**src/rtl/core/sdve_pkg.sv**
```systemverilog
// shared types and constants for the sample delta variable-length encoder
package sdve_pkg;

  // per-block code counters
  typedef logic [16:0] count_t;
  localparam count_t CNT_FIELD_MAX = 17'h1FFFF;

  // code prefixes
  localparam logic [7:0] PFX_NEG_ONE = 8'h80;
  localparam logic [7:0] PFX_TWO     = 8'hC0;
  localparam logic [7:0] PFX_THREE   = 8'hE0;
  localparam logic [7:0] PFX_ESC     = 8'hF0;

  // magnitude limits of each code form
  localparam logic [31:0] SHORT_POS_MAX = 32'd127;
  localparam logic [31:0] SHORT_NEG_MAX = 32'd63;
  localparam logic [31:0] TWO_MAX       = 32'd4095;
  localparam logic [31:0] THREE_MAX     = 32'd524287;

  // code length in bytes
  typedef logic [2:0] code_len_t;
  localparam code_len_t LEN_ONE   = 3'd1;
  localparam code_len_t LEN_TWO   = 3'd2;
  localparam code_len_t LEN_THREE = 3'd3;
  localparam code_len_t LEN_FIVE  = 3'd5;

  // code byte buffer, first byte in the top bits
  localparam int CODE_BUF_W = 40;

  // queue geometry
  localparam int QUEUE_DEPTH = 4;
  localparam int QPTR_W      = 2;
  localparam int QCNT_W      = 3;

  typedef struct packed {
    count_t short_cnt;
    count_t two_cnt;
    count_t three_cnt;
    count_t five_cnt;
  } counts_t;

  // one classified sample waiting to be serialized
  typedef struct packed {
    logic [CODE_BUF_W-1:0] bytes;
    code_len_t             len;
    counts_t               counts;
  } code_entry_t;

  // queue status seen by both sides
  typedef struct packed {
    logic full;
    logic empty;
  } q_status_t;

endpackage

```
**src/rtl/core/sdve_front.sv**
```systemverilog
// front end: delta, code classification, byte packing and block counters
module sdve_front #(
  parameter longint unsigned MAX_BLOCK_SAMPLES = 65536
) (
  input  logic                   clk,
  input  logic                   rst,
  input  logic [31:0]            sample,
  input  logic                   block_start,
  input  logic                   push,
  output sdve_pkg::code_entry_t  entry
);

  localparam sdve_pkg::count_t CNT_LIMIT =
    (MAX_BLOCK_SAMPLES < longint'(sdve_pkg::CNT_FIELD_MAX)) ?
      sdve_pkg::count_t'(MAX_BLOCK_SAMPLES) : sdve_pkg::CNT_FIELD_MAX;

  logic [31:0]       previous_sample;
  sdve_pkg::counts_t counters;
  sdve_pkg::counts_t counters_next;
  sdve_pkg::counts_t base;

  logic [31:0] prev_eff;
  logic [31:0] d;
  logic [31:0] m;
  logic        neg;
  logic        is_short;
  logic        is_two;
  logic        is_three;

  function automatic sdve_pkg::count_t bump(input sdve_pkg::count_t c);
    bump = (c < CNT_LIMIT) ? c + 17'd1 : c;
  endfunction

  // difference against the previous sample, taken as zero at block start
  always_comb begin
    prev_eff = block_start ? 32'd0 : previous_sample;
    d        = sample - prev_eff;
    neg      = d[31];
    m        = neg ? ~d : d;
    is_short = (!neg && (m <= sdve_pkg::SHORT_POS_MAX)) ||
               (neg && (m <= sdve_pkg::SHORT_NEG_MAX));
    is_two   = !is_short && (m <= sdve_pkg::TWO_MAX);
    is_three = !is_short && !is_two && (m <= sdve_pkg::THREE_MAX);
  end

  // counters after this sample
  always_comb begin
    base          = block_start ? '0 : counters;
    counters_next = base;
    if (is_short) begin
      counters_next.short_cnt = bump(base.short_cnt);
    end else if (is_two) begin
      counters_next.two_cnt = bump(base.two_cnt);
    end else if (is_three) begin
      counters_next.three_cnt = bump(base.three_cnt);
    end else begin
      counters_next.five_cnt = bump(base.five_cnt);
    end
  end

  // byte packing, first byte at the top
  always_comb begin
    entry.counts = counters_next;
    if (is_short && !neg) begin
      entry.bytes = {m[7:0], 32'd0};
      entry.len   = sdve_pkg::LEN_ONE;
    end else if (is_short) begin
      entry.bytes = {sdve_pkg::PFX_NEG_ONE | {2'b00, m[5:0]}, 32'd0};
      entry.len   = sdve_pkg::LEN_ONE;
    end else if (is_two) begin
      entry.bytes = {sdve_pkg::PFX_TWO | {3'b000, neg, m[11:8]}, m[7:0], 24'd0};
      entry.len   = sdve_pkg::LEN_TWO;
    end else if (is_three) begin
      entry.bytes = {sdve_pkg::PFX_THREE | {4'b0000, neg, m[18:16]},
                     m[15:8], m[7:0], 16'd0};
      entry.len   = sdve_pkg::LEN_THREE;
    end else begin
      entry.bytes = {sdve_pkg::PFX_ESC, d};
      entry.len   = sdve_pkg::LEN_FIVE;
    end
  end

  // state update on each accepted request
  always_ff @(posedge clk) begin
    if (rst) begin
      previous_sample <= '0;
      counters        <= '0;
    end else if (push) begin
      previous_sample <= sample;
      counters        <= counters_next;
    end
  end

endmodule

```
**src/rtl/core/sdve_queue.sv**
```systemverilog
// short queue of classified samples between front and back
module sdve_queue (
  input  logic                  clk,
  input  logic                  rst,
  input  logic                  push,
  input  sdve_pkg::code_entry_t wr_entry,
  input  logic                  pop,
  output sdve_pkg::code_entry_t rd_entry,
  output sdve_pkg::q_status_t   status
);

  sdve_pkg::code_entry_t              slots [sdve_pkg::QUEUE_DEPTH];
  logic [sdve_pkg::QPTR_W-1:0]        wr_ptr;
  logic [sdve_pkg::QPTR_W-1:0]        rd_ptr;
  logic [sdve_pkg::QCNT_W-1:0]        fill;

  // status and head
  always_comb begin
    status.full  = (fill == sdve_pkg::QCNT_W'(sdve_pkg::QUEUE_DEPTH));
    status.empty = (fill == '0);
    rd_entry     = slots[rd_ptr];
  end

  // pointers and fill level
  always_ff @(posedge clk) begin
    if (rst) begin
      wr_ptr <= '0;
      rd_ptr <= '0;
      fill   <= '0;
    end else begin
      if (push) begin
        wr_ptr <= wr_ptr + 1'b1;
      end
      if (pop) begin
        rd_ptr <= rd_ptr + 1'b1;
      end
      if (push && !pop) begin
        fill <= fill + 1'b1;
      end else if (pop && !push) begin
        fill <= fill - 1'b1;
      end
    end
  end

  // storage
  always_ff @(posedge clk) begin
    if (push) begin
      slots[wr_ptr] <= wr_entry;
    end
  end

endmodule

```
**src/rtl/core/sdve_back.sv**
```systemverilog
// back end: serializes queued codes one byte per cycle into the output register, holding while out_stall is high
module sdve_back (
  input  logic                  clk,
  input  logic                  rst,
  input  sdve_pkg::code_entry_t head,
  input  sdve_pkg::q_status_t   status,
  output logic                  pop,
  output logic                  out_valid,
  input  logic                  out_stall,
  output logic [7:0]            code_byte,
  output logic                  last_of_sample,
  output sdve_pkg::counts_t     out_counts
);

  logic [31:0]          cur_bytes;
  sdve_pkg::code_len_t  cur_rem;
  sdve_pkg::counts_t    cur_counts;
  logic                 slot_free;
  logic                 from_cur;
  logic                 from_head;

  // byte source: rest of current code first, else queue head
  always_comb begin
    slot_free = !out_valid || !out_stall;
    from_cur  = (cur_rem != '0);
    from_head = !from_cur && !status.empty;
    pop       = slot_free && from_head;
  end

  // control
  always_ff @(posedge clk) begin
    if (rst) begin
      out_valid <= 1'b0;
      cur_rem   <= '0;
    end else if (slot_free) begin
      if (from_cur) begin
        out_valid <= 1'b1;
        cur_rem   <= cur_rem - 1'b1;
      end else if (from_head) begin
        out_valid <= 1'b1;
        cur_rem   <= head.len - 1'b1;
      end else begin
        out_valid <= 1'b0;
      end
    end
  end

  // payload
  always_ff @(posedge clk) begin
    if (slot_free) begin
      if (from_cur) begin
        code_byte      <= cur_bytes[31:24];
        last_of_sample <= (cur_rem == sdve_pkg::LEN_ONE);
        out_counts     <= cur_counts;
        cur_bytes      <= {cur_bytes[23:0], 8'd0};
      end else if (from_head) begin
        code_byte      <= head.bytes[39:32];
        last_of_sample <= (head.len == sdve_pkg::LEN_ONE);
        out_counts     <= head.counts;
        cur_bytes      <= head.bytes[31:0];
        cur_counts     <= head.counts;
      end
    end
  end

endmodule

```
**src/rtl/core/sample_delta_varlen_encoder.sv**
```systemverilog
// top level of the sample delta variable-length encoder
//
//  channel   direction  handshake             payload
//  input     in         in_valid / in_stall   sample, block_start
//  output    out        out_valid / out_stall code_byte, last_of_sample, four counts
//
// A sample is classified and packed in the cycle it is accepted and queued.
// The serializer emits one byte per cycle while out_stall is low; a sample
// is coded in 1, 2, 3 or 5 bytes, and the byte-wide output register sets the rate.
// The four-entry queue lets input accept while output is stalled, until full.
// Synchronous reset clears previous sample, counters, queue and output valid.
module sample_delta_varlen_encoder #(
  parameter longint unsigned MAX_BLOCK_SAMPLES = 65536
) (
  input  logic        clk,
  input  logic        rst,
  input  logic        in_valid,
  output logic        in_stall,
  input  logic [31:0] sample,
  input  logic        block_start,
  output logic        out_valid,
  input  logic        out_stall,
  output logic [7:0]  code_byte,
  output logic        last_of_sample,
  output logic [16:0] short_code_count,
  output logic [16:0] two_byte_count,
  output logic [16:0] three_byte_count,
  output logic [16:0] five_byte_count
);

  sdve_pkg::code_entry_t wr_entry;
  sdve_pkg::code_entry_t head;
  sdve_pkg::q_status_t   q_status;
  sdve_pkg::counts_t     out_counts;
  logic                  push;
  logic                  pop;

  // accept whenever the queue has room
  assign in_stall = q_status.full;
  assign push     = in_valid && !q_status.full;

  sdve_front #(
    .MAX_BLOCK_SAMPLES(MAX_BLOCK_SAMPLES)
  ) u_front (
    .clk         (clk),
    .rst         (rst),
    .sample      (sample),
    .block_start (block_start),
    .push        (push),
    .entry       (wr_entry)
  );

  sdve_queue u_queue (
    .clk      (clk),
    .rst      (rst),
    .push     (push),
    .wr_entry (wr_entry),
    .pop      (pop),
    .rd_entry (head),
    .status   (q_status)
  );

  sdve_back u_back (
    .clk            (clk),
    .rst            (rst),
    .head           (head),
    .status         (q_status),
    .pop            (pop),
    .out_valid      (out_valid),
    .out_stall      (out_stall),
    .code_byte      (code_byte),
    .last_of_sample (last_of_sample),
    .out_counts     (out_counts)
  );

  // count fields
  assign short_code_count = out_counts.short_cnt;
  assign two_byte_count   = out_counts.two_cnt;
  assign three_byte_count = out_counts.three_cnt;
  assign five_byte_count  = out_counts.five_cnt;

`ifndef ASSERT_OFF
  // a non-empty queue means the output register holds a valid byte next cycle
  a_queue_drains: assert property (@(posedge clk) disable iff (rst)
    !q_status.empty |=> out_valid)
    else $error("queued sample not presented at output");

  // bytes of one sample follow without a gap and carry the same counts
  a_code_contiguous: assert property (@(posedge clk) disable iff (rst)
    out_valid && !last_of_sample |=> out_valid && $stable(out_counts))
    else $error("code bytes of one sample split or counts changed");

  // nothing pops from an empty queue
  a_no_pop_empty: assert property (@(posedge clk) disable iff (rst)
    pop |-> !q_status.empty)
    else $error("pop from empty queue");
`endif

endmodule
```
**config.mk**
```make
export PLATFORM = sky130hd
export DESIGN_NAME = sample_delta_varlen_encoder
export DESIGN_NICKNAME = d
export VERILOG_FILES = /design/src/rtl/core/sdve_pkg.sv /design/src/rtl/core/sdve_front.sv /design/src/rtl/core/sdve_queue.sv /design/src/rtl/core/sdve_back.sv /design/src/rtl/core/sample_delta_varlen_encoder.sv
export SDC_FILE = /design/constraint.sdc
export NUM_CORES = 1
export LEC_CHECK = 0
export BUFFER_PORTS_ARGS = -buffer_cell sky130_fd_sc_hd__clkbuf_2
export CAP_MARGIN = 0
export CORE_ASPECT_RATIO = 1.2
export CORE_MARGIN = 10
export CORE_UTILIZATION = 55
export CTS_BUF_LIST = sky130_fd_sc_hd__clkbuf_4 sky130_fd_sc_hd__clkbuf_8 sky130_fd_sc_hd__clkbuf_16
export DETAILED_ROUTE_END_ITERATION = 10
export MAX_ROUTING_LAYER = met4
export PLACE_DENSITY_LB_ADDON = 0.2
export SLEW_MARGIN = 20
export SYNTH_ARGS = -nofsm -noshare
export SYNTH_HDL_FRONTEND = slang
export SYNTH_SLANG_ARGS = --single-unit
```
**constraint.sdc**
```tcl
create_clock -name clk -period 8.36 [get_ports clk]
set_clock_uncertainty 0.15 [all_clocks]
set_input_delay 1.672 -clock clk [delete_from_list [all_inputs] [get_ports clk]]
set_output_delay 1.672 -clock clk [all_outputs]
set_load 0.03 [all_outputs]
```
Word-level counts from Yosys, hierarchy flattened --
Memories as Yosys holds them, arrays and structs flattened. A register that Yosys moved wholly into a read port is not among the register bits. Cells that the tools add are included. W data, S select, Z words.
Word-level totals: input port bits 37, memories kept 1, bits in registers 288, word-level logic and storage cells 111, bits in writable memories 444
Cells by class: reductions and logical operators 29, order comparisons 8, eq/ne operators 3, multiplexer cells 35, bitwise operators 2, add/subtract/negate cells 11
Memories:
- u_queue.slots | words 4, width 111, rd ports 1, clocked after memory_dff 1, write ports 1, line sdve_queue.sv:12 | sdve_pkg::code_entry_t slots [sdve_pkg::QUEUE_DEPTH];
Operators by type and width (number):
- $mux W68 | 3
- $mux W17 | 8
- $mux W43 | 3
- $mux W32 | 4
- $add A17 B1 Y17 const B | 4
- $lt A17 B17 Y1 const B | 4
- $mux W51 | 1
- $mux W40 | 1
- $mux W34 | 1
- $le A32 B12 Y1 const B | 1
- $le A32 B19 Y1 const B | 1
- $le A32 B6 Y1 const B | 1
- $le A32 B7 Y1 const B | 1
- $not A32 Y32 | 1
- $sub A32 B32 Y32 | 1
- $mux W8 | 2
- $mux W3 | 4
- $logic_and A1 B1 Y1 | 11
- $logic_not A1 Y1 | 10
- $sub A3 B1 Y3 const B | 3
- $eq A3 B1 Y1 const B | 2
- $mux W1 | 6
- $add A2 B1 Y2 const B | 2
- $mux W2 | 2
- 9 further kinds | 11

Longest topological paths before layout --
Gate-level depths: netlist of the first run.
depth in word-level cells 16, depth in mapped cells 26, depth with buffers taken out 18

Modules after synthesis --
Synthesis of the first run repeated with hierarchy kept, for this count alone.
Second synthesis, totals: cells, all modules 2320, area, all modules 32996.6 µm²
By module, submodules not included:
- sdve_queue | area each 16437.0 µm², cells an instance 623, times used 1, sequential area each 13513.0 µm²
- sdve_front | area each 9638.0 µm², cells an instance 1358, times used 1, sequential area each 2001.9 µm²
- sdve_back | area each 6907.9 µm², cells an instance 338, times used 1, sequential area each 5395.2 µm²
- sample_delta_varlen_encoder | area each 13.8 µm², cells an instance 1, times used 1, sequential area each 0.0 µm²

Worst setup path after synthesis of the first run --
No wires, ideal clock.
path type input to register, start point input port out_stall, end point register u_back.cur_rem[2], data arrival time 7.984 ns, path buffers 0, stages 6, slack 0.147 ns, required time 8.130 ns, cells stage by stage nand2_1 > a21boi_1 > nand2_1 > nor3_1 > a221oi_1 > nor2_1
Between the ends: longest elaborated chain between the ends 3
Ends and longest elaborated chain:
- start: declaration | line sample_delta_varlen_encoder.sv:22 | input logic out_stall,
- $logic_not A1 Y1 | line sdve_back.sv:24 | slot_free = !out_valid || !out_stall;
- $logic_or A1 B1 Y1 | line sdve_back.sv:24
- $reduce_and A2 Y1 (no line)
- end signal: assignment | line sdve_back.sv:38 | cur_rem <= cur_rem - 1'b1;
- end signal: assignment | line sdve_back.sv:41 | cur_rem <= head.len - 1'b1;
- end: declaration | line sdve_back.sv:16 | sdve_pkg::code_len_t cur_rem;
No other way between the ends. A chain may end at the register's enable or synchronous reset.

==> summary.txt, run 1 <==
Worst setup path
  • Startpoint types: input port
  • CP arrival: 7.35 ns
  • FF-to-FF Start: u_front.previous_sample[4]
  • Worst path depth: 16
  • Critical Path RT: about 8.6 ns
  • Worst r2r dst: u_queue.slots[3][99]
  • Crit end category: flip-flop
  • WS Path Type: input port to flip-flop
  • Crit path largest cell delay: 0.93 ns
  • Crit path cell chain: buf_4 -> inv_2 -> nand2_1 -> ha_1 -> o211ai_1 -> a21oi_1 -> o21ai_0 -> and3_1 -> a311oi_1 -> nor4_1 -> and4bb_2 -> nor2_1 -> or2_1 -> nor2_4 -> a221o_1 -> a221oi_1
  • R2R Setup Slk: 2.35 ns
  • CP bufs+invs: 2
  • CP endpoint: u_queue.slots[3][99]
  • Slowest cell on crit path: a311oi_1
  • CP top delay family: compound AO/OA/AOI/OAI gates
  • Worst setup path startpoint: block_start
  • R2r worst-path depth: 14
  • Critical Path Fanout Max: 20

Synthesis
  • Post-synthesis simple-gate area fraction: 0.1029
  • Post-synth ARST share: 0
  • Sequential area share after synthesis: 0.6411
  • Main synth FF type: edfxtp_1
  • Top-area cell type share of the netlist area: 0.5718
  • Multiplexer share of the synthesized area: 0.1133
  • Biggest area consumer among synthesized cells: edfxtp_1
  • Netlist cell types: 84
  • Number of flops mapped to enable cells by yosys: 621
  • Top cells by area, synth: edfxtp_1, mux4_2, dfxtp_1, mux2_2, nand2_1
  • Syn Inst Count: 2310
  • Synthesized flop and latch total: 734
  • Adder-cell share of the synthesized area: 0.01926
  • Syn_nets: 2396
  • Largest family of logic cells by synthesized area: multiplexers
  • Post-Syn Area per Cell: 14.12 um^2
  • Synth Area in Compound Gates: 0.07504
  • YS warnings: 0
  • XOR/XNOR share of the synthesized area: 0.02766
  • Post-synthesis cell area: 32610 um^2

Pwr
  • PwrDens: 317.4 nW/um^2
  • Pleak: 12.26 nW
  • Power, Total: 11.58 mW
  • Worst vdd ir: ~0.21 mV

Route
  • Drt via density: 6.061
  • Total number of vias: 19740
  • Initial DRC Count: 1468
  • Antenna-violating nets left: 0
  • Wire per inst: ~22 um
  • Drc violations: 0
  • Post-Route WL: 72630 um
  • Initial DRT Pass Iterations: 5

Global route
  • Number of global-route vias before repair: 19950
  • Global-route usage over all layers: 0.2128
  • Largest net degree at the start of global routing: 74
  • First-pass GRT wire length: about 110000 um
  • Total grt overflow: 0
  • Initial antenna violation count: 1

Run status
  • Outcome: finished clean

Clocking
  • Clock sink count: 734
  • CTS Buffer Depth: 3
  • Clock root buffer: clkbuf_16
  • Post-cts resize count: 0
  • CTS H-tree lvls: 3
  • Clk Latency, worst-skew pair: 0.62 ns
  • Clock transition at the registers of the reported paths: 0.06 ns
  • Cts hold-fix bufs: 0
  • Post-CTS Setup Inserts: 0
  • CTS Buf Count: 72
  • CTS tree: done

Cells and area
  • Area grow syn2layout: 11.88%
  • # diodes: 0
  • Proportion of layout cells with a drive suffix above 1: 0.2183
  • Nets: 2491
  • Most frequent cells in the layout: edfxtp_1, nand2_1, clkbuf_2
  • Most common cell after layout, fill and taps aside: edfxtp_1

Die
  • Row count: between 90 and 100
  • Die Wd: 242.3 um
  • Core footprint: ~58000 um^2
  • Die Ht: 286.8 um
  • # IOs: 116
  • Full die area: ~69000 um^2
  • Initial core utilization: 0.5575

Timing
  • Final Hold Vio Count: 0
  • Final setup violation count: 0
  • Tmin final: 7.159 ns
  • Final period util: 0.8563
  • Max Clk Rate: 139.7 MHz
  • Worst slew pin tran: around 1.2 ns
  • Setup TNS: 0 ns
  • RSZ-0062 raised after global routing: false
  • Slew Viols, Final: 0
  • Max-slew headroom: 0.2061

Min path
  • Type of the worst min-delay path: flip-flop to flip-flop
  • Hold_sp: u_front.previous_sample[3]

Place
  • GPL Wtd Cong: 0.9101
  • HPWL after detailed placement: 47410 um
  • Port bufs: 115

Flow run
  • Max-cap violations: 0
[metrics by stage]
stage	area (um^2)	hold slack, ns	std cells	util	setup slack, ns
after floorplan	32610	0.2818	2310	-	0.1467
after global placement	34000	0.2874	3122	0.5812	0.7625
after detailed placement	34010	0.2975	3122	0.5813	0.6848
after CTS	36480	0.3073	3256	0.6236	1.330
after global routing	36490	0.3285	3257	0.6238	1.029
final	36490	0.3052	3257	0.6238	1.201
[how the worst min path moves through the flow]
stage                                              to  cells past startpoint
after floorplan            u_front.previous_sample[0]                      2
after global placement    u_front.previous_sample[31]                      2
after detailed placement  u_front.previous_sample[25]                      2
after CTS                 u_front.previous_sample[25]                      2
after global routing       u_front.previous_sample[4]                      2
final                      u_front.previous_sample[3]                      2
[state kept, by name, summed over array words and instances, names as in the netlist, 8 cells and up, named ones only]
signal,flops
u_back.code_byte,8
u_back.cur_bytes,32
u_back.cur_counts,68
u_back.out_counts,68
u_front.counters,68
u_front.previous_sample,32
u_queue.slots,444
[synthesized netlist by cell type (7+ instances only)]
cell and number:
a211oi_1 8, a21o_1 11, a21oi_1 112, a221o_1 9, a221oi_1 8, a311oi_1 9, a31oi_1 40, a41oi_1 10
and2_1 28, and3_1 34, and4_1 8, buf_1 30, buf_2 22, clkbuf_1 74, dfxtp_1 113, edfxtp_1 621
ha_1 47, inv_1 30, mux2_2 100, mux2i_1 7, mux4_2 111, nand2_1 238, nand2b_1 10, nand3_1 63
nand4_1 30, nor2_1 104, nor2b_1 45, nor3_1 33, nor4_1 8, o211ai_1 10, o21a_1 10, o21ai_0 63
o21ai_1 10, o21ba_2 8, o221ai_1 9, or3_1 26, or4_1 10, xnor2_1 62, xor2_1 41
[worst register-to-register path, stage by stage, from the launching register on]
cell,delay (ns)
dfxtp_1,0.33
nand2_1,0.05
ha_1,0.38
o211ai_1,0.11
a21oi_1,0.33
o21ai_0,0.26
and3_1,0.20
a311oi_1,0.93
nor4_1,0.20
and4bb_2,0.33
nor2_1,0.84
or2_1,0.55
nor2_4,0.20
a221o_1,0.37
a221oi_1,0.49
[cell families (layout without fill, tap and decap cells)]
| kind of cell | Yosys count | after routing |
|---|---|---|
| DFF | 734 | 734 |
| and+or+nand+nor | 671 | 671 |
| AOI/OAI and AO/OA | 369 | 369 |
| muxes | 218 | 218 |
| buffers and inverters | 166 | 321 |
| xor gates and xnor gates | 103 | 103 |
| adders and majority gates | 49 | 49 |
[per-layer routing]
| metal | vias up | global-route usage | share of wire |
|---|---|---|---|
| met1 | 10020 | 0.2592 | 0.41 |
| met3 | 100 | 0.03086 | 0.048 |
| met2 | 528 | 0.3676 | 0.53 |
| met4 | 0 | 0.05712 | 0.018 |
| met5 | - | - | 0 |
| li1 | 9090 | - | - |
[power by group]
part	total, mW	internal (mW)	switching, mW
Combinational	2.94	1.09	1.86
Sequential	5.32	5.07	0.242
Clock	3.32	1.94	1.38
[cell type report]
class	instances	area, um^2
Fill cell	4480	22010
Clock inverter	35	367.9
Tap cell	792	991.0
Inverter	34	127.6
Clock buffer	99	2102
Timing Repair Buffer	153	894.6
Sequential cell	734	20920
Multi-Input combinational cell	1410	11090
No activity file was read; power rests on OpenSTA's default activity.
==> run 2, diff against run 1 <==
--- a/config.mk
+++ b/config.mk
@@ -13,7 +13,7 @@
 export CTS_BUF_LIST = sky130_fd_sc_hd__clkbuf_4 sky130_fd_sc_hd__clkbuf_8 sky130_fd_sc_hd__clkbuf_16
 export DETAILED_ROUTE_END_ITERATION = 10
 export MAX_ROUTING_LAYER = met4
-export PLACE_DENSITY_LB_ADDON = 0.2
+export PLACE_DENSITY_LB_ADDON = 0.12
 export SLEW_MARGIN = 20
 export SYNTH_ARGS = -nofsm -noshare
 export SYNTH_HDL_FRONTEND = slang
==> run 2 against run 1 <==
Routed wire length rose by 1.7%. Utilization fell by 0.10 points. Sequential share of layout area rose by 0.096 points. Maximum frequency barely moved. Critical path depth rose by 3. Critical endpoint is now u_queue.slots[2][42].
==> summary.txt, run 2 (synthesis gave the netlist of run 1 again) <==
Run status
  • Outcome: finished clean

Cells and area
  • Max FFs per register: 444
  • Layout Utilization: 0.6227
  • # diodes: 0
  • Design Area, Final: 36430 um^2
  • Most common cell after layout, fill and taps aside: edfxtp_1
  • Largest register by flop count: u_queue.slots
  • Fillers: roughly 4500
  • Nets: 2492
  • Most frequent cells in the layout: edfxtp_1, nand2_1, clkbuf_2
  • Area grow syn2layout: 11.69%
  • Proportion of layout cells with a drive suffix above 1: 0.2152

Timing
  • Final period util: 0.8569
  • Final Hold Vio Count: 0
  • Worst slew pin tran: 1.056 ns
  • Max Clk Rate: 139.6 MHz
  • Min Hold Slack: 0.2999 ns
  • RSZ-0062 raised after global routing: false
  • Slew Viols, Final: 0
  • Final setup violation count: 0
  • Max-slew headroom: 0.2868
  • Tmin final: a little over 7 ns
  • Setup TNS: 0 ns

Pwr
  • Net Sw Frac: 0.3024
  • Pleak: 12.21 nW
  • Power, Total: ~11 mW
  • Worst vdd ir: 0.2732 mV
  • Clock network fraction of total power: 0.280
  • Gate power share: 0.259
  • P_sw: about 3.5 mW
  • PwrDens: 315.2 nW/um^2
  • Int Power: 8.011 mW
  • Reg power frac: 0.462

Clocking
  • Clock transition at the registers of the reported paths: 0.06 ns
  • Clock root buffer: clkbuf_16
  • Post-cts resize count: 0
  • CTS Buffer Depth: 3
  • Clk Latency, worst-skew pair: 0.62 ns
  • CTS tree: done
  • CTS H-tree lvls: 3
  • Post-CTS Setup Inserts: 0
  • Clock sink count: 734
  • Cts hold-fix bufs: 0
  • CTS Buf Count: 73

Global route
  • Number of global-route vias before repair: 20180
  • Initial antenna violation count: 0
  • First-pass GRT wire length: 116800 um
  • Largest net degree at the start of global routing: 96
  • Global-route usage over all layers: 0.2199
  • Total grt overflow: 0

Min path
  • Type of the worst min-delay path: flip-flop to flip-flop
  • Hold_sp: u_front.previous_sample[31]

Worst setup path
  • WS Path Type: input port to flip-flop
  • Critical Path Fanout Max: between 40 and 50
  • FF-to-FF Start: u_front.previous_sample[0]
  • Worst setup path startpoint: block_start
  • CP arrival: 7.29 ns
  • Startpoint types: input port
  • Crit end category: flip-flop
  • Critical Path RT: 8.49 ns

Place
  • Placed Instance Area: between 30000 and 40000 um^2
  • GPL Wtd Cong: 0.9092
  • HPWL after detailed placement: 47640 um
  • Port bufs: 115

Route
  • Total number of vias: 19590
  • Initial DRT Pass Iterations: 5
  • Initial DRC Count: 1442
  • Antenna-violating nets left: 0
  • Drt via density: 6.017
  • Wire per inst: between 20 and 25 um
  • Drc violations: 0
  • Post-Route WL: 73860 um

Die
  • Die Wd: 242.3 um
  • # IOs: roughly 120
  • Full die area: 69480 um^2
  • Die Ht: 286.8 um
  • Initial core utilization: 0.5575
  • Core footprint: 58500 um^2
  • Row count: 97

Flow run
  • Max-cap violations: 0
[run 2: area by class of cell]
cell class / count / area, um^2 / share of cell area
Multi-Input combinational cell: 1410 / 11090 / 0.3044
Tap cell: 792 / 991.0 / 0.02720
Timing Repair Buffer: 153 / 940.9 / 0.02583
Clock buffer: 92 / 2017 / 0.05537
Inverter: 34 / 127.6 / 0.003503
Clock inverter: 40 / 345.3 / 0.009480
Sequential cell: 734 / 20920 / 0.5742
[run 2: layer usage]
layer / routed length (um) / global-route usage
met3: 3469 / 0.03178
met2: 38230 / 0.3765
met5: 0 / -
met4: 2101 / 0.07223
met1: 30050 / 0.2656
[run 2: power groups by stage]
stage | registers [mW] | clock network [mW] | logic [mW]
finish | 5.30 | 3.21 | 2.97
detailed placement | 5.38 | 0 | 3.03
global route | 5.38 | 3.43 | 3.22
floorplan | 5.81 | 0 | 1.74
global placement | 5.35 | 0 | 2.99
CTS | 5.31 | 3.29 | 3.04
[run 2: final timing paths]
check                                              endpoint  slack [ns]  cells past startpoint
worst min-delay path            u_front.previous_sample[31]        0.30                      2
worst min register to register  u_front.previous_sample[31]        0.30                      2
worst max register to register         u_queue.slots[2][42]        2.53                     16
worst max-delay path                   u_queue.slots[2][42]        1.20                     19
[run 2: worst max-delay path, stage by stage]
cell and delay, ns:
buf_4 0.21, inv_2 0.27, buf_12 0.32, nand2_1 0.10
ha_1 0.46, and3_1 0.37, and3_1 0.28, a32oi_1 0.15
a31oi_1 0.18, nand2_1 0.13, xnor2_2 0.33, buf_4 0.37
and4_1 0.38, nor2_1 0.12, buf_4 0.20, nor2_1 0.15
buf_4 0.28, nand3_1 0.34, o41ai_1 0.94
[run 2: per-stage QoR]
stage / setup WS [ns] / cells
2_1_floorplan: 0.1467 / 2310
3_3_place_gp: 0.3741 / 3122
3_5_place_dp: 0.6205 / 3123
4_1_cts: 1.245 / 3255
5_1_grt: 0.8101 / 3255
6_report: 1.196 / 3255
==> run 3, diff against run 2 <==
--- a/config.mk
+++ b/config.mk
@@ -7,7 +7,7 @@
 export LEC_CHECK = 0
 export BUFFER_PORTS_ARGS = -buffer_cell sky130_fd_sc_hd__clkbuf_2
 export CAP_MARGIN = 0
-export CORE_ASPECT_RATIO = 1.2
+export CORE_ASPECT_RATIO = 1.5
 export CORE_MARGIN = 10
 export CORE_UTILIZATION = 55
 export CTS_BUF_LIST = sky130_fd_sc_hd__clkbuf_4 sky130_fd_sc_hd__clkbuf_8 sky130_fd_sc_hd__clkbuf_16
==> constraint.sdc (replaced) <==
create_clock -name clk -period 8.95 [get_ports clk]
set_clock_uncertainty 0.15 [all_clocks]
set_input_delay 0.895 -clock clk [delete_from_list [all_inputs] [get_ports clk]]
set_output_delay 0.895 -clock clk [all_outputs]
set_load 0.03 [all_outputs]
==> run 3 against run 2 <==
Cell area decreased by 0.36%. Critical path depth fell by 2. Final cell count shrank 0.80%. Largest cell class unchanged.
==> summary.txt, run 3 (synthesis gave the netlist of run 1 again) <==
Route
  • Drc violations: 0
  • Initial DRT Pass Iterations: 5
  • Total number of vias: 19720
  • Wire per inst: roughly 24 um
  • Drt via density: ~6.1
  • Post-Route WL: between 70000 and 80000 um
  • Antenna-violating nets left: 0
  • Initial DRC Count: 1588

Worst setup path
  • R2r worst-path depth: 16
  • Startpoint types: input port
  • R2R Setup Slk: 2.69 ns
  • Crit end category: flip-flop
  • Critical Path RT: 9.33 ns
  • Worst r2r dst: u_queue.slots[3][95]
  • Critical Path Fanout Max: 45
  • WS Path Type: input port to flip-flop
  • FF-to-FF Start: u_front.previous_sample[0]
  • CP arrival: between 7 and 8 ns

Cells and area
  • Most common cell after layout, fill and taps aside: edfxtp_1
  • Area grow syn2layout: 11.29%
  • Most frequent cells in the layout: edfxtp_1, nand2_1, clkbuf_2
  • Nets: 2482
  • Proportion of layout cells with a drive suffix above 1: 0.2138
  • Fillers: 4473
  • Largest register by flop count: u_queue.slots
  • Seq. cell area: ~21000 um^2
  • Max FFs per register: ~440
  • Area of the multi-input gates: between 10000 and 15000 um^2

Place
  • Port bufs: around 120
  • HPWL after detailed placement: 49510 um
  • GPL Wtd Cong: between 0.9 and 1

Clocking
  • Clock sink count: 734
  • Clock root buffer: clkbuf_16
  • Clk Latency, worst-skew pair: 0.63 ns
  • CTS Buffer Depth: 3
  • Cts hold-fix bufs: 0
  • CTS Buf Count: 70
  • Post-cts resize count: 0
  • Clock transition at the registers of the reported paths: 0.07 ns
  • CTS H-tree lvls: 3
  • CTS tree: done
  • Post-CTS Setup Inserts: 0

Die
  • # IOs: 116
  • Row count: 109
  • Core footprint: between 50000 and 60000 um^2
  • Die Ht: approximately 320 um
  • Full die area: around 70000 um^2
  • Die Wd: 218.8 um
  • Initial core utilization: 0.5548

Global route
  • Largest net degree at the start of global routing: 112
  • Initial antenna violation count: 1
  • Total grt overflow: 0
  • First-pass GRT wire length: 119000 um
  • Global-route usage over all layers: 0.2278
  • Number of global-route vias before repair: 20260

Run status
  • Outcome: finished clean

Timing
  • Min Hold Slack: 0.3028 ns
  • Final Hold Vio Count: 0
  • Final period util: 0.7490
  • Max-slew headroom: 0.2779
  • Max Clk Rate: 149.2 MHz
  • RSZ-0062 raised after global routing: false
  • Slew Viols, Final: 0
  • Worst slew pin tran: ~1.1 ns
  • Final setup violation count: 0
  • Tmin final: 6.704 ns
  • Setup TNS: 0 ns

Pwr
  • Pleak: between 10 and 15 nW
  • PwrDens: 296.8 nW/um^2
  • Worst vdd ir: 0.2209 mV

Min path
  • Worst Hold Path EP: u_front.previous_sample[31]
  • Hold path cells: 2
  • Hold_sp: u_front.previous_sample[31]
  • Type of the worst min-delay path: flip-flop to flip-flop

Flow run
  • Max-cap violations: 0
-- run 3: changes by cell type in the layout (fill, tap and decap cells not counted), moves of 2 or more --
cell / change
buf_12: -3
buf_4: -6
clkbuf_16: -2
clkbuf_4: +6
clkinv_1: -5
clkinv_2: -2
clkinv_8: +2
clkinvlp_4: -2
inv_16: -2
inv_6: -2
-- run 3: how the worst max path moves through the flow --
stage	startpoint	endpoint	slack, ns	depth (start not counted)
after global placement	block_start	u_queue.slots[2][95]	1.67	17
after CTS	block_start	u_queue.slots[3][95]	2.25	17
after detailed placement	block_start	u_queue.slots[1][95]	1.59	17
after global routing	block_start	u_queue.slots[0][33]	1.96	16
final	block_start	u_front.counters[25]	2.25	17
after floorplan	out_stall	u_back.cur_rem[2]	1.51	6
-- run 3: critical path, stage by stage --
cell      delay, ns
buf_4          0.13
inv_2          0.43
nand2_1        0.11
ha_1           0.48
a21oi_1        0.14
o21ai_1        0.48
nor3_1         0.11
a221o_1        0.29
a211oi_1       0.56
and4b_1        0.31
nand3_1        0.08
or4_4          0.59
a22oi_4        0.16
buf_4          0.54
nand2_1        0.77
or4_1          0.74
a31oi_1        0.22
-- run 3: stage by stage --
step / instances / power, mW / area [um^2] / setup slack, ns / util
global route: 3229 / 11.26 / 36300 / 1.959 / 0.6175
finish: 3229 / 10.77 / 36300 / 2.246 / 0.6175
floorplan: 2310 / 7.051 / 32610 / 1.514 / -
CTS: 3227 / 10.90 / 36270 / 2.245 / 0.6171
detailed placement: 3100 / 7.912 / 33940 / 1.591 / 0.5774
global placement: 3099 / 7.834 / 33920 / 1.670 / 0.5771
-- run 3: area by class of cell --
class,count,share of cell area
Timing Repair Buffer,146,0.02347
Multi-Input combinational cell,1410,0.3056
Tap cell,777,0.02678
Sequential cell,734,0.5763
Clock buffer,97,0.05581
Inverter,34,0.003516
Clock inverter,30,0.008445
Antenna cell,1,0.00006894
-- run 3: power by group --
group          total, mW  switching, mW  internal (mW)
registers           4.98          0.239           4.74
clock network       2.98           1.24           1.74
logic               2.82           1.79           1.02
total               10.8           3.27           7.50
-- run 3: per-layer routing --
layer / wire, um / part of all wire / GRT usage / vias to the layer above
li1: - / - / - / 9068
met1: 29520 / 0.39 / 0.2532 / 10040
met2: 41600 / 0.54 / 0.4061 / 471
met3: 2949 / 0.039 / 0.03098 / 139
met4: 2523 / 0.033 / 0.08601 / 0
met5: 0 / 0 / - / -
